<file path="src/rtl/lpsc_pkg.sv">
`timescale 1ns / 1ps
`default_nettype none
// ----------------------------------------------------------------------------
// lpsc_pkg: shared types and constants of the length-prefixed string codec
// Holds the channel field widths, the character codes, the controller state
// type and the command/status bundles between controller and datapath.
// ----------------------------------------------------------------------------
package lpsc_pkg;

   localparam int LENGTH_BITS_DEFAULT = 20;
   localparam int STR_LEN_W           = 20;
   localparam int BYTE_W              = 8;

   localparam logic [7:0] HASH_CHAR = 8'h23;
   localparam logic [7:0] ZERO_CHAR = 8'h30;
   localparam logic [7:0] NINE_CHAR = 8'h39;
   localparam int         RADIX     = 10;

   typedef enum logic [1:0] {
      ST_IDLE,
      ST_CONVERT,
      ST_DIGITS,
      ST_HASH
   } lpsc_state_type;

   typedef struct packed {
      logic item_take;
      logic conv_load;
      logic conv_step;
      logic digit_emit;
      logic digit_drop;
      logic hash_emit;
   } lpsc_cmd_type;

   typedef struct packed {
      logic encode;
      logic start_item;
      logic out_free;
      logic top_zero;
   } lpsc_sts_type;

   // number of decimal digits of the largest length of the given width
   function automatic int dec_digits(input int bits);
      logic [63:0] v;
      int          n;
      begin
         v = (64'd1 << bits) - 64'd1;
         n = 0;
         for (int i = 0; i < 20; i++) begin
            if (v != 64'd0) begin
               n = n + 1;
               v = v / RADIX;
            end
         end
         return (n < 1) ? 1 : n;
      end
   endfunction

endpackage
`default_nettype wire

</file>
<file path="src/rtl/lpsc_req_if.sv">
`timescale 1ns / 1ps
`default_nettype none
// ----------------------------------------------------------------------------
// lpsc_req_if: request channel of the codec
// Valid/ready channel carrying the item kind, the byte and the value length.
// ----------------------------------------------------------------------------
interface lpsc_req_if;
   logic                            valid;
   logic                            ready;
   logic                            func;
   logic [lpsc_pkg::BYTE_W-1:0]     data_byte;
   logic [lpsc_pkg::STR_LEN_W-1:0]  str_length;

   modport source (output valid, output func, output data_byte, output str_length,
                   input ready);
   modport sink   (input valid, input func, input data_byte, input str_length,
                   output ready);
endinterface
`default_nettype wire

</file>
<file path="src/rtl/lpsc_rsp_if.sv">
`timescale 1ns / 1ps
`default_nettype none
// ----------------------------------------------------------------------------
// lpsc_rsp_if: response channel of the codec
// Valid/ready channel carrying one emitted byte and its marks per beat.
// ----------------------------------------------------------------------------
interface lpsc_rsp_if;
   logic                        valid;
   logic                        ready;
   logic [lpsc_pkg::BYTE_W-1:0] out_byte;
   logic                        byte_valid;
   logic                        end_of_value;
   logic                        last;

   modport source (output valid, output out_byte, output byte_valid,
                   output end_of_value, output last, input ready);
   modport sink   (input valid, input out_byte, input byte_valid,
                   input end_of_value, input last, output ready);
endinterface
`default_nettype wire

</file>
<file path="src/rtl/lpsc_datapath.sv">
`timescale 1ns / 1ps
`default_nettype none
// ----------------------------------------------------------------------------
// lpsc_datapath: codec datapath
// Direction register, decoder header/payload state, binary-to-BCD shifter for
// encode headers and the response output register.
// ----------------------------------------------------------------------------
module lpsc_datapath #(
   parameter int LENGTH_BITS = lpsc_pkg::LENGTH_BITS_DEFAULT
) (
   input  wire logic                            clock,
   input  wire logic                            reset,
   input  wire logic                            csr_wr_en,
   input  wire logic                            csr_wr_data,
   input  wire logic                            req_func,
   input  wire logic [lpsc_pkg::BYTE_W-1:0]     req_data_byte,
   input  wire logic [lpsc_pkg::STR_LEN_W-1:0]  req_str_length,
   input  wire lpsc_pkg::lpsc_cmd_type          cmd,
   output lpsc_pkg::lpsc_sts_type               sts,
   lpsc_rsp_if.source                           rsp
);

   localparam int NUM_DIGITS = lpsc_pkg::dec_digits(LENGTH_BITS);
   localparam int BCD_W      = NUM_DIGITS * 4;
   localparam int CMP_W      = (LENGTH_BITS > lpsc_pkg::STR_LEN_W) ?
                               LENGTH_BITS : lpsc_pkg::STR_LEN_W;
   localparam int PROD_W     = LENGTH_BITS + 4;

   localparam logic [LENGTH_BITS-1:0] LEN_MAX = '1;

   logic                         direction_ff, direction_in;
   logic                         in_payload_ff, in_payload_in;
   logic [LENGTH_BITS-1:0]       acc_ff, acc_in;
   logic [LENGTH_BITS-1:0]       remain_ff, remain_in;
   logic [LENGTH_BITS-1:0]       conv_ff, conv_in;
   logic [BCD_W-1:0]             bcd_ff, bcd_in;
   logic                         rsp_valid_ff, rsp_valid_in;
   logic [lpsc_pkg::BYTE_W-1:0]  out_byte_ff, out_byte_in;
   logic                         byte_valid_ff, byte_valid_in;
   logic                         eov_ff, eov_in;
   logic                         last_ff, last_in;

   logic                         out_load;
   logic [BCD_W-1:0]             bcd_adj;
   logic [CMP_W-1:0]             slen_ext;
   logic [PROD_W-1:0]            acc_next;
   logic [LENGTH_BITS-1:0]       remain_dec;
   logic [3:0]                   top_digit;

   assign top_digit = bcd_ff[BCD_W-1 -: 4];

   assign sts.encode     = !direction_ff;
   assign sts.start_item = !direction_ff && req_func;
   assign sts.out_free   = !rsp_valid_ff || rsp.ready;
   assign sts.top_zero   = (top_digit == 4'd0);

   always_comb begin
      for (int d = 0; d < NUM_DIGITS; d++) begin
         bcd_adj[d*4 +: 4] = (bcd_ff[d*4 +: 4] >= 4'd5) ?
                             bcd_ff[d*4 +: 4] + 4'd3 : bcd_ff[d*4 +: 4];
      end
   end

   assign slen_ext   = CMP_W'(req_str_length);
   assign acc_next   = (PROD_W'(acc_ff) << 3) + (PROD_W'(acc_ff) << 1)
                     + PROD_W'(req_data_byte - lpsc_pkg::ZERO_CHAR);
   assign remain_dec = (remain_ff == '0) ? '0 : remain_ff - 1'b1;

   always_comb begin
      direction_in  = direction_ff;
      in_payload_in = in_payload_ff;
      acc_in        = acc_ff;
      remain_in     = remain_ff;
      conv_in       = conv_ff;
      bcd_in        = bcd_ff;
      out_load      = 1'b0;
      out_byte_in   = out_byte_ff;
      byte_valid_in = byte_valid_ff;
      eov_in        = eov_ff;
      last_in       = last_ff;

      if (csr_wr_en) begin
         direction_in  = csr_wr_data;
         in_payload_in = 1'b0;
         acc_in        = '0;
         remain_in     = '0;
      end

      if (cmd.conv_load) begin
         conv_in = (slen_ext > CMP_W'(LEN_MAX)) ? LEN_MAX : LENGTH_BITS'(slen_ext);
         bcd_in  = '0;
      end

      if (cmd.conv_step) begin
         bcd_in  = {bcd_adj[BCD_W-2:0], conv_ff[LENGTH_BITS-1]};
         conv_in = conv_ff << 1;
      end

      if (cmd.digit_drop) begin
         bcd_in = bcd_ff << 4;
      end

      if (cmd.digit_emit) begin
         bcd_in        = bcd_ff << 4;
         out_load      = 1'b1;
         out_byte_in   = lpsc_pkg::ZERO_CHAR + {4'd0, top_digit};
         byte_valid_in = 1'b1;
         eov_in        = 1'b0;
         last_in       = 1'b0;
      end

      if (cmd.hash_emit) begin
         out_load      = 1'b1;
         out_byte_in   = lpsc_pkg::HASH_CHAR;
         byte_valid_in = 1'b1;
         eov_in        = 1'b0;
         last_in       = 1'b1;
      end

      if (cmd.item_take) begin
         if (!direction_ff) begin
            // encode data byte: pass through
            out_load      = 1'b1;
            out_byte_in   = req_data_byte;
            byte_valid_in = 1'b1;
            eov_in        = 1'b0;
            last_in       = 1'b1;
         end else if (in_payload_ff) begin
            remain_in     = remain_dec;
            out_load      = 1'b1;
            out_byte_in   = req_data_byte;
            byte_valid_in = 1'b1;
            eov_in        = (remain_dec == '0);
            last_in       = 1'b1;
            if (remain_dec == '0) begin
               in_payload_in = 1'b0;
            end
         end else if (req_data_byte inside {[lpsc_pkg::ZERO_CHAR:lpsc_pkg::NINE_CHAR]}) begin
            // saturate the header length
            acc_in = (acc_next > PROD_W'(LEN_MAX)) ? LEN_MAX : LENGTH_BITS'(acc_next);
         end else if (req_data_byte == lpsc_pkg::HASH_CHAR) begin
            if (acc_ff == '0) begin
               out_load      = 1'b1;
               out_byte_in   = '0;
               byte_valid_in = 1'b0;
               eov_in        = 1'b1;
               last_in       = 1'b1;
            end else begin
               remain_in     = acc_ff;
               acc_in        = '0;
               in_payload_in = 1'b1;
            end
         end
      end

      rsp_valid_in = out_load ? 1'b1 : (rsp.ready ? 1'b0 : rsp_valid_ff);
   end

   always_ff @(posedge clock) begin
      if (reset) begin
         direction_ff  <= 1'b0;
         in_payload_ff <= 1'b0;
         acc_ff        <= '0;
         remain_ff     <= '0;
         rsp_valid_ff  <= 1'b0;
      end else begin
         direction_ff  <= direction_in;
         in_payload_ff <= in_payload_in;
         acc_ff        <= acc_in;
         remain_ff     <= remain_in;
         rsp_valid_ff  <= rsp_valid_in;
      end
   end

   always_ff @(posedge clock) begin
      conv_ff       <= conv_in;
      bcd_ff        <= bcd_in;
      out_byte_ff   <= out_byte_in;
      byte_valid_ff <= byte_valid_in;
      eov_ff        <= eov_in;
      last_ff       <= last_in;
   end

   assign rsp.valid        = rsp_valid_ff;
   assign rsp.out_byte     = out_byte_ff;
   assign rsp.byte_valid   = byte_valid_ff;
   assign rsp.end_of_value = eov_ff;
   assign rsp.last         = last_ff;

endmodule
`default_nettype wire

</file>
<file path="src/rtl/lpsc_ctrl.sv">
`timescale 1ns / 1ps
`default_nettype none
// ----------------------------------------------------------------------------
// lpsc_ctrl: codec controller
// Takes items, runs the bit-serial length conversion and sequences the
// header digits and the '#' of an encode start item.
// ----------------------------------------------------------------------------
module lpsc_ctrl #(
   parameter int LENGTH_BITS = lpsc_pkg::LENGTH_BITS_DEFAULT
) (
   input  wire logic                    clock,
   input  wire logic                    reset,
   input  wire logic                    req_valid,
   output logic                         req_ready,
   input  wire lpsc_pkg::lpsc_sts_type  sts,
   output lpsc_pkg::lpsc_cmd_type       cmd
);

   localparam int NUM_DIGITS = lpsc_pkg::dec_digits(LENGTH_BITS);
   localparam int BIT_CNT_W  = $clog2(LENGTH_BITS);
   localparam int DIG_CNT_W  = (NUM_DIGITS > 1) ? $clog2(NUM_DIGITS) : 1;

   lpsc_pkg::lpsc_state_type state_ff, state_in;
   logic [BIT_CNT_W-1:0]     bit_cnt_ff, bit_cnt_in;
   logic [DIG_CNT_W-1:0]     dig_cnt_ff, dig_cnt_in;
   logic                     started_ff, started_in;

   always_ff @(posedge clock) begin
      if (reset) begin
         state_ff   <= lpsc_pkg::ST_IDLE;
         bit_cnt_ff <= '0;
         dig_cnt_ff <= '0;
         started_ff <= 1'b0;
      end else begin
         state_ff   <= state_in;
         bit_cnt_ff <= bit_cnt_in;
         dig_cnt_ff <= dig_cnt_in;
         started_ff <= started_in;
      end
   end

   always_comb begin
      state_in   = state_ff;
      bit_cnt_in = bit_cnt_ff;
      dig_cnt_in = dig_cnt_ff;
      started_in = started_ff;
      cmd        = '0;
      req_ready  = 1'b0;

      case (state_ff)
         lpsc_pkg::ST_IDLE: begin
            req_ready = sts.out_free;
            if (req_valid && sts.out_free) begin
               if (sts.start_item) begin
                  cmd.conv_load = 1'b1;
                  bit_cnt_in    = '0;
                  state_in      = lpsc_pkg::ST_CONVERT;
               end else begin
                  cmd.item_take = 1'b1;
               end
            end
         end
         lpsc_pkg::ST_CONVERT: begin
            cmd.conv_step = 1'b1;
            bit_cnt_in    = bit_cnt_ff + 1'b1;
            if (bit_cnt_ff == BIT_CNT_W'(LENGTH_BITS - 1)) begin
               dig_cnt_in = DIG_CNT_W'(NUM_DIGITS - 1);
               started_in = 1'b0;
               state_in   = lpsc_pkg::ST_DIGITS;
            end
         end
         lpsc_pkg::ST_DIGITS: begin
            if (sts.top_zero && !started_ff && dig_cnt_ff != '0) begin
               // drop a leading zero
               cmd.digit_drop = 1'b1;
               dig_cnt_in     = dig_cnt_ff - 1'b1;
            end else if (sts.out_free) begin
               cmd.digit_emit = 1'b1;
               started_in     = 1'b1;
               if (dig_cnt_ff == '0) begin
                  state_in = lpsc_pkg::ST_HASH;
               end else begin
                  dig_cnt_in = dig_cnt_ff - 1'b1;
               end
            end
         end
         lpsc_pkg::ST_HASH: begin
            if (sts.out_free) begin
               cmd.hash_emit = 1'b1;
               state_in      = lpsc_pkg::ST_IDLE;
            end
         end
         default: begin
            state_in = lpsc_pkg::ST_IDLE;
         end
      endcase
   end

endmodule
`default_nettype wire

</file>
<file path="src/rtl/length_prefixed_string_codec.sv">
`timescale 1ns / 1ps
`default_nettype none
// ----------------------------------------------------------------------------
// length_prefixed_string_codec: length-prefixed string encoder/decoder
// Encodes values as decimal length, '#', raw bytes, or decodes such a stream.
// ----------------------------------------------------------------------------
// Decode-mode stream bytes and encode-mode data bytes are taken one per cycle
// while the response side keeps up; a beat waiting in the response register
// holds off the request side until it is taken. An encode start item is
// accepted, its length goes through bit-serial binary-to-BCD conversion, then
// each decimal digit position of the largest length is emitted or, as a
// leading zero, dropped (one per cycle), and the '#' follows; each emitted
// digit and the '#' also wait for a free response register. Direction is
// written by the user through csr_wr_en/csr_wr_data while the block is idle,
// not enforced by the block; a write also clears the decoder back to header.
module length_prefixed_string_codec #(
   parameter int LENGTH_BITS = lpsc_pkg::LENGTH_BITS_DEFAULT
) (
   input  wire logic  clock,
   input  wire logic  reset,
   input  wire logic  csr_wr_en,
   input  wire logic  csr_wr_data,
   lpsc_req_if.sink   req_bus,
   lpsc_rsp_if.source rsp_bus
);

   lpsc_pkg::lpsc_cmd_type cmd;
   lpsc_pkg::lpsc_sts_type sts;

   lpsc_ctrl #(
      .LENGTH_BITS (LENGTH_BITS)
   ) u_ctrl (
      .clock     (clock),
      .reset     (reset),
      .req_valid (req_bus.valid),
      .req_ready (req_bus.ready),
      .sts       (sts),
      .cmd       (cmd)
   );

   lpsc_datapath #(
      .LENGTH_BITS (LENGTH_BITS)
   ) u_datapath (
      .clock          (clock),
      .reset          (reset),
      .csr_wr_en      (csr_wr_en),
      .csr_wr_data    (csr_wr_data),
      .req_func       (req_bus.func),
      .req_data_byte  (req_bus.data_byte),
      .req_str_length (req_bus.str_length),
      .cmd            (cmd),
      .sts            (sts),
      .rsp            (rsp_bus)
   );

`ifndef NO_ASSERTIONS
   // a beat is only taken when the response register can hold its result
   a_ready_needs_slot: assert property (@(posedge clock) disable iff (reset)
      req_bus.ready |-> (!rsp_bus.valid || rsp_bus.ready))
      else $error("request taken without a free response slot");

   // an encode start holds off the request side while its header is built
   a_start_blocks: assert property (@(posedge clock) disable iff (reset)
      (req_bus.valid && req_bus.ready && req_bus.func && sts.encode)
      |=> !req_bus.ready)
      else $error("request taken during encode header");

   // end-of-value marks come only from the decoder
   a_eov_decode: assert property (@(posedge clock) disable iff (reset)
      (rsp_bus.valid && rsp_bus.end_of_value) |-> !sts.encode)
      else $error("end of value in encode mode");

   // an empty-value marker closes both the value and the item
   a_empty_marker: assert property (@(posedge clock) disable iff (reset)
      (rsp_bus.valid && !rsp_bus.byte_valid) |-> (rsp_bus.end_of_value && rsp_bus.last))
      else $error("malformed empty-value marker");
`endif

endmodule
`default_nettype wire

</file>
<file path="src/flat_wrapper.sv">
// flat-port wrapper written by rule: the top's interface ports become plain ports
module length_prefixed_string_codec_flat 
#(
   parameter int LENGTH_BITS = lpsc_pkg::LENGTH_BITS_DEFAULT
)
  (clock, reset, csr_wr_en, csr_wr_data, req_bus_valid, req_bus_func, req_bus_data_byte, req_bus_str_length, req_bus_ready, rsp_bus_valid, rsp_bus_out_byte, rsp_bus_byte_valid, rsp_bus_end_of_value, rsp_bus_last, rsp_bus_ready);
  lpsc_req_if req_bus_i ();
  lpsc_rsp_if rsp_bus_i ();
  input  wire logic clock;
  input  wire logic reset;
  input  wire logic csr_wr_en;
  input  wire logic csr_wr_data;
  input wire logic [$bits(req_bus_i.valid)-1:0] req_bus_valid;
  input wire logic [$bits(req_bus_i.func)-1:0] req_bus_func;
  input wire logic [$bits(req_bus_i.data_byte)-1:0] req_bus_data_byte;
  input wire logic [$bits(req_bus_i.str_length)-1:0] req_bus_str_length;
  output wire logic [$bits(req_bus_i.ready)-1:0] req_bus_ready;
  output wire logic [$bits(rsp_bus_i.valid)-1:0] rsp_bus_valid;
  output wire logic [$bits(rsp_bus_i.out_byte)-1:0] rsp_bus_out_byte;
  output wire logic [$bits(rsp_bus_i.byte_valid)-1:0] rsp_bus_byte_valid;
  output wire logic [$bits(rsp_bus_i.end_of_value)-1:0] rsp_bus_end_of_value;
  output wire logic [$bits(rsp_bus_i.last)-1:0] rsp_bus_last;
  input wire logic [$bits(rsp_bus_i.ready)-1:0] rsp_bus_ready;
  assign req_bus_i.valid = req_bus_valid;
  assign req_bus_i.func = req_bus_func;
  assign req_bus_i.data_byte = req_bus_data_byte;
  assign req_bus_i.str_length = req_bus_str_length;
  assign req_bus_ready = req_bus_i.ready;
  assign rsp_bus_valid = rsp_bus_i.valid;
  assign rsp_bus_out_byte = rsp_bus_i.out_byte;
  assign rsp_bus_byte_valid = rsp_bus_i.byte_valid;
  assign rsp_bus_end_of_value = rsp_bus_i.end_of_value;
  assign rsp_bus_last = rsp_bus_i.last;
  assign rsp_bus_i.ready = rsp_bus_ready;
  length_prefixed_string_codec #(.LENGTH_BITS(LENGTH_BITS)) u_core (.clock(clock), .reset(reset), .csr_wr_en(csr_wr_en), .csr_wr_data(csr_wr_data), .req_bus(req_bus_i), .rsp_bus(rsp_bus_i));
endmodule
</file>
<file path="config.mk">
export PLATFORM = sky130hd
export DESIGN_NAME = length_prefixed_string_codec_flat
export DESIGN_NICKNAME = d
export VERILOG_FILES = /design/src/rtl/lpsc_pkg.sv /design/src/rtl/lpsc_req_if.sv /design/src/rtl/lpsc_rsp_if.sv /design/src/rtl/lpsc_datapath.sv /design/src/rtl/lpsc_ctrl.sv /design/src/rtl/length_prefixed_string_codec.sv /design/src/flat_wrapper.sv
export SDC_FILE = /design/constraint.sdc
export NUM_CORES = 1
export LEC_CHECK = 0
export BUFFER_PORTS_ARGS = -buffer_cell sky130_fd_sc_hd__buf_2
export CORE_ASPECT_RATIO = 1.5
export CORE_MARGIN = 2
export CORE_UTILIZATION = 35
export CTS_CLUSTER_SIZE = 24
export DETAILED_ROUTE_END_ITERATION = 10
export PLACE_DENSITY = 0.58
export SYNTH_ARGS = -nofsm -noshare
export SYNTH_HDL_FRONTEND = slang
export SYNTH_SLANG_ARGS = --single-unit
</file>
<file path="constraint.sdc">
create_clock -name clock -period 6.3 [get_ports clock]
set_input_delay 0.63 -clock clock [delete_from_list [all_inputs] [get_ports clock]]
set_output_delay 0.63 -clock clock [all_outputs]
set_load 0.05 [all_outputs]
</file>
==> results by group, run 1 <==
Place
  • Post-Place Worst Slack: 1.84 ns
  • Detail Placement HPWL: 16.0 mm
  • Post-place instance area: 8730 um2
  • Gpl congestion: 0.869
  • Port-buffer cells: 47

Clock tree
  • TritonCTS clock tree: yes
  • Number of buffers created by CTS: 17
  • H-tree depth: 4
  • Resized Gates After CTS: 0
  • Bufs on Longest Clock Path: 2
  • Root buffer cell: clkbuf_16
  • Setup Buffers After CTS: 0
  • Clk slew on worst S/H paths: 0.06 ns
  • Hold_buf cts: 0
  • Worst-skew pair later-pin latency: 0.43 ns
  • CTS sink cnt: 113

STA
  • Final setup fails: 0
  • Fin crit share: 64.6%
  • Highest clock rate: 246 MHz
  • Slew margin rel.: 25.5%
  • Final Hold Vio Count: 0
  • RSZ-0062 raised after global routing: no
  • Setup ws final: 2.23 ns
  • Minimum clock period: 4.07 ns
  • Final Slew Violations: 0
  • Fin Hold WS: 0.441 ns
  • Worst-Margin Slew: 1.12 ns
  • Worst Skew: 0.0114 ns
  • Final setup TNS: 0 ns

Pwr
  • Max VDD drop: 0.245 mV
  • Pwr dens: 366 nW/um2
  • Tot Pwr: 3.42 mW
  • Static leakage: 3.67 nW

Synthesis
  • Seq/Total Area, Yosys: 32.7%
  • Top_reg_cell synth: dfxtp_1
  • Synth Area in Compound Gates: 24.1%
  • Multiplexer area fraction after synthesis: 1.23%
  • Synth Area in Simple Gates: 20.5%
  • Mapped Nets: 1,121
  • Main area contributors after synthesis: dfxtp_1 (17%), edfxtp_1 (16%), ha_1 (7.9%)
  • Synth async-reset ratio: 0%
  • Yosys top cell area share: 17.0%
  • Yosys reg bits: 113
  • Netlist cell types: 63
  • Adder-cell area share of the yosys netlist: 12.5%
  • Number of synthesized flops with an enable pin: 43
  • Largest area contributor in the netlist: dfxtp_1
  • Mapped cell area: 8250 um2
  • Yosys warns: 0
  • Largest family of logic cells by synthesized area: compound AO/OA/AOI/OAI gates
  • Synth Area in XOR/XNOR: 4.46%
  • Mapped Avg Cell Area: 8.12 um2
  • Post-Synthesis Cells: 1,015

Worst setup path
  • CP max stage cell: fa_1
  • Critical Path Fanout Max: 20
  • Crit Path Category: input pin to flip-flop
  • Family with the most delay on the worst path: compound AO/OA/AOI/OAI gates
  • CP required: 6.59 ns
  • Critical path buffers and inverters: 3
  • CP cell instances: buf_2 > ha_1 > nor3_2 > buf_4 > fa_1 > ha_1 > a21oi_1 > nand2_1 > o21ai_0 > o21ai_0 > a221oi_1 > xnor2_1 > a2111oi_2 > buf_4 > a41oi_1
  • Worst Setup End Kind: flip-flop
  • Largest stage delay, worst path: 0.47 ns
  • CP startpoint kind: input pin
  • CP arrival: 4.36 ns

GRT
  • Number of global-route vias before repair: 7,182
  • Initial antenna violation count: 0
  • Remaining Overflow, GRT: 0
  • First-pass GRT wire length: 36.1 mm
  • All-Layer GR Usage: 18.2%
  • Largest net degree at the start of global routing: 57

Finish
  • Area growth syn-to-layout: 13.3%
  • Fillers: 2,346
  • Design area: 9340 um2
  • Antenna fix cells: 0
  • NumNets Final: 1,138
  • Layout cells sized above 1: 9.38%

Die
  • Io pins: 48
  • Initial core utilization: 35.8%
  • Num rows: 68
  • Core region area: 23,100 um2
  • Die height: 192 um
  • Die ar.: 24,800 um2
  • Width of the die: 129 um

Routing
  • Vias per cell: 5.41
  • ANT nets after route: 0
  • Number of vias in the routed layout: 7,362
  • Final WL: 21.9 mm
  • Initial DRC count: 347
  • DRC Markers: 0
  • DR WL/cell: 16.1 um
  • Drt first pass iters: 5

Min path
  • Worst hold path class: flip-flop to flip-flop

Run
  • Max_cap viols: 0

Run status
  • Outcome: complete, no violations
==> synth_stat cells, types with 10 or more instances <==
master / n
nand2_1: 124
a21oi_1: 117
nor2_1: 87
dfxtp_1: 70
o21ai_0: 69
ha_1: 52
clkbuf_1: 51
edfxtp_1: 43
inv_1: 39
nand3_1: 32
nand2b_1: 31
a31oi_1: 27
xnor2_1: 26
nor3_1: 22
fa_1: 19
xor2_1: 16
o31ai_1: 15
a21o_1: 12
a2111oi_0: 10
nand4_1: 10
==> logic make-up (layout without fill, tap and decap cells) <==
logic type      count (synthesis)  count (layout)
xor+xnor                       42              42
buf+inv                        98             128
simple gates                  358             358
fa+ha+maj                      71              71
mux                            10              10
flops                         113             113
compound gates                323             323
==> metal layers <==
metal | share of wire [%] | track usage (%) | routed length (um)
met5 | 0 | 0 | 0
met4 | 2.0 | 6.27 | 435
met3 | 2.9 | 2.95 | 630
met2 | 54 | 34.2 | 11700
met1 | 41 | 20.6 | 9060
==> state kept, by name (all words and copies together), names as in the netlist <==
register / cells
u_core.u_datapath.rsp.out_byte: 8
u_core.u_datapath.rsp.valid: 1
u_core.u_datapath.bcd_ff: 28
u_core.u_datapath.direction_ff: 1
u_core.u_ctrl.state_ff: 2
u_core.u_datapath.rsp.byte_valid: 1
u_core.u_datapath.conv_ff: 20
u_core.u_ctrl.bit_cnt_ff: 5
u_core.u_ctrl.dig_cnt_ff: 3
u_core.u_datapath.acc_ff: 20
u_core.u_datapath.rsp.end_of_value: 1
u_core.u_datapath.rsp.last: 1
u_core.u_datapath.in_payload_ff: 1
u_core.u_datapath.remain_ff: 20
u_core.u_ctrl.started_ff: 1
==> metrics by stage <==
stage	std cells	utilization (%)
floorplan	1015	-
global placement	1328	37.9
detailed placement	1328	37.9
CTS	1360	40.5
global route	1360	40.5
finish	1360	40.5
==> power breakdown <==
part           internal (mW)  switching [mW]  leakage (nW)  total [mW]
sequential              1.05           0.169         0.993        1.22
clock                  0.626           0.381         0.291        1.01
combinational          0.393           0.793          2.39        1.19
total                   2.07            1.34          3.67        3.42
==> worst paths after layout <==
path	startpoint	endpoint	slack [ns]	cells past startpoint
worst max-delay path	req_bus_data_byte[4]	u_core.u_datapath.acc_ff[3]	2.23	15
worst min-delay path	u_core.u_datapath.rsp.last	u_core.u_datapath.rsp.last	0.44	1
worst max register to register	u_core.u_datapath.acc_ff[2]	u_core.u_datapath.acc_ff[3]	2.57	11
worst min register to register	u_core.u_datapath.rsp.last	u_core.u_datapath.rsp.last	0.44	1
==> cell usage in the layout (no fill, tap or decap), drive strengths merged, types with 8 or more instances in the layout <==
master / Yosys / routed
ha: 52 / 52
fa: 19 / 19
a21o: 12 / 12
a21boi: 9 / 9
dfxtp: 70 / 70
nand2: 124 / 124
a21oi: 117 / 117
a2bb2oi: 8 / 8
xnor2: 26 / 26
a2111oi: 11 / 11
edfxtp: 43 / 43
nor3b: 9 / 9
inv: 39 / 43
mux2i: 9 / 9
xor2: 16 / 16
nor2: 87 / 87
a31oi: 27 / 27
a211oi: 8 / 8
nand3: 32 / 32
buf: 8 / 57
o31ai: 15 / 15
nor4: 10 / 10
and2: 8 / 8
clkbuf: 51 / 17
nor3: 22 / 22
o21ai: 70 / 70
nand2b: 31 / 31
nand4: 10 / 10
==> cell type report <==
class | count | area (um2) | share of cell area, %
clock buffers | 17 | 425 | 4.55
clock inverters | 15 | 184 | 1.97
inverters | 39 | 146 | 1.57
multi-input cells | 804 | 5190 | 55.5
flip-flops and latches | 113 | 2690 | 28.8
well taps | 315 | 394 | 4.22
repair buffers | 57 | 310 | 3.32
Power figures use the tool's default switching activity.
==> run 2, diff against run 1 <==
--- a/config.mk
+++ b/config.mk
@@ -11,7 +11,7 @@
 export CORE_UTILIZATION = 35
 export CTS_CLUSTER_SIZE = 24
 export DETAILED_ROUTE_END_ITERATION = 10
-export PLACE_DENSITY = 0.58
+export PLACE_DENSITY = 0.6
 export SYNTH_ARGS = -nofsm -noshare
 export SYNTH_HDL_FRONTEND = slang
 export SYNTH_SLANG_ARGS = --single-unit
==> constraint.sdc (replaced) <==
create_clock -name clock -period 3.4 [get_ports clock]
set_input_delay 0.34 -clock clock [delete_from_list [all_inputs] [get_ports clock]]
set_output_delay 0.34 -clock clock [all_outputs]
set_load 0.05 [all_outputs]
==> run 2 against run 1 <==
  * Clock power increased by 92%
  * Non-clock buffer count grew 106
  * The flow now finishes with violations (setup timing)
  * Critical path type is now flip-flop to flip-flop
  * Sequential power is 85% higher
  * Sequential share of layout area down 3.2 points
  * Clock skew is 0.0033 ns lower
  * First-iteration DRC count increased by 16%
  * Critical endpoint is now u_core.u_datapath.acc_ff[1]
==> results by group, run 2 (same netlist as run 1, synthesis figures left out) <==
Min path
  • Worst hold path class: input pin to flip-flop

Worst setup path
  • Family with the most delay on the worst path: compound AO/OA/AOI/OAI gates
  • CP startpoint kind: flip-flop
  • Worst Setup End Kind: flip-flop
  • CP required: 3.70 ns
  • CP max stage cell: fa_1
  • Critical path buffers and inverters: 3
  • CP cell instances: buf_6 > fa_1 > ha_4 > o211ai_1 > a21oi_4 > o211ai_1 > a21o_1 > a21oi_2 > or3_4 > a2111oi_4 > buf_6 > clkbuf_16 > a31oi_1
  • CP arrival: 3.70 ns
  • Largest stage delay, worst path: 0.58 ns
  • Crit Path Category: flip-flop to flip-flop
  • Critical Path Fanout Max: 5

Pwr
  • Pwr dens: 621 nW/um2
  • Max VDD drop: 0.568 mV
  • Static leakage: 4.25 nW
  • Tot Pwr: 6.53 mW

STA
  • Slew margin rel.: 23.4%
  • Highest clock rate: 294 MHz
  • Worst-Margin Slew: 1.14 ns
  • Fin Hold WS: 0.153 ns
  • Final Hold Vio Count: 0
  • Final setup fails: 1
  • Final setup TNS: -0.00154 ns
  • Worst Skew: 0.00812 ns
  • Fin crit share: 100%
  • Final Slew Violations: 0
  • Minimum clock period: 3.40 ns
  • RSZ-0062 raised after global routing: yes
  • Setup ws final: -0.00154 ns

GRT
  • Largest net degree at the start of global routing: 49
  • Remaining Overflow, GRT: 0
  • Number of global-route vias before repair: 7,693
  • Initial antenna violation count: 1
  • First-pass GRT wire length: 38.7 mm
  • All-Layer GR Usage: 19.6%

Finish
  • Largest register FFs: 28
  • Area growth syn-to-layout: 27.5%
  • Layout cells sized above 1: 20.4%
  • Fillers: 2,259
  • Design area: 10,500 um2
  • Most flops, register: u_core.u_datapath.bcd_ff
  • NumNets Final: 1,244
  • Final non-filler cell total: 1,467
  • Most frequent cells in the layout: nand2_1 (123), a21oi_1 (110), buf_4 (107)
  • Post-layout util: 45.6%
  • Commonest non-fill, non-tap cell in the layout: nand2_1

Clock tree
  • Number of buffers created by CTS: 17
  • Clk slew on worst S/H paths: 0.06 ns
  • Bufs on Longest Clock Path: 2
  • CTS sink cnt: 113
  • TritonCTS clock tree: yes
  • Worst-skew pair later-pin latency: 0.42 ns
  • Root buffer cell: clkbuf_16
  • H-tree depth: 4

Routing
  • ANT nets after route: 0
  • Initial DRC count: 404
  • Vias per cell: 5.40
  • Final WL: 23.8 mm
  • Drt first pass iters: 5
  • DRC Markers: 0
  • Number of vias in the routed layout: 7,921
  • DR WL/cell: 16.2 um

Run status
  • Violated checks: setup timing
  • Outcome: finished, violations left

Place
  • Post-place instance area: 9480 um2
  • Placed insts: 1,416
  • Port-buffer cells: 47
  • Gpl congestion: 0.835
  • Detail Placement HPWL: 17.1 mm
  • Post-Place Worst Slack: -0.382 ns

Run
  • Max_cap viols: 0

Die
  • Die height: 192 um
  • Width of the die: 129 um
  • Initial core utilization: 35.8%
  • Num rows: 68
  • Core region area: 23,100 um2
  • Die ar.: 24,800 um2
  • Io pins: 48
-- run 2: cell count changes in the layout (fill, tap and decap cells not counted), moves of 3 or more --
cell	before	now
a21oi_1	117	110
a21oi_2	0	5
buf_4	10	107
buf_6	0	6
clkinv_4	3	0
ha_1	51	43
ha_4	0	8
o21ai_0	68	63
o21ai_1	2	6
-- run 2: cell type report --
class	count	area [um2]	area share, %
multi-input combinational	804	5450	51.9
antenna	1	2.50	0.0238
inverter	39	146	1.39
clock inverter	13	184	1.75
clock buffer	19	443	4.21
timing repair buffer	163	1200	11.4
sequential	113	2700	25.6
tap	315	394	3.75
-- run 2: worst reg2reg max path: cells and delay by family (launching register included) --
family / cells / cell delay (ns)
fa+ha+maj: 2 / 0.80
simple gates: 1 / 0.34
flops: 1 / 0.33
compound gates: 7 / 1.33
buf+inv: 3 / 0.49
-- run 2: repair_timing --
action                     CTS  global route
setup endpoints to repair   20            20
hold buffers                 0             0
pin swaps                   20            32
buffers inserted             5            11
gates resized for setup     18            28
gates cloned                 2             1
-- run 2: final timing paths --
| path | startpoint | to | slack [ns] | depth (start not counted) |
|---|---|---|---|---|
| worst max-delay path | u_core.u_datapath.acc_ff[2] | u_core.u_datapath.acc_ff[1] | -0.002 | 13 |
| worst min-delay path | csr_wr_data | u_core.u_datapath.direction_ff | 0.15 | 3 |
| worst max register to register | u_core.u_datapath.acc_ff[2] | u_core.u_datapath.acc_ff[1] | -0.002 | 13 |
| worst min register to register | u_core.u_datapath.rsp.last | u_core.u_datapath.rsp.last | 0.46 | 1 |
-- run 2: report_power, final --
group          switching (mW)  internal [mW]  total, mW
logic                    1.51          0.821       2.33
registers               0.315           1.94       2.26
clock network           0.698           1.25       1.94
total                    2.52           4.01       6.53
-- run 2: layer usage --
layer	GRT usage (%)	up-vias	share of wire (%)
met3	3.34	51	3.3
met4	8.99	0	3.1
li1	-	3935	-
met1	21.8	3780	40
met5	0	-	0
met2	35.7	155	54
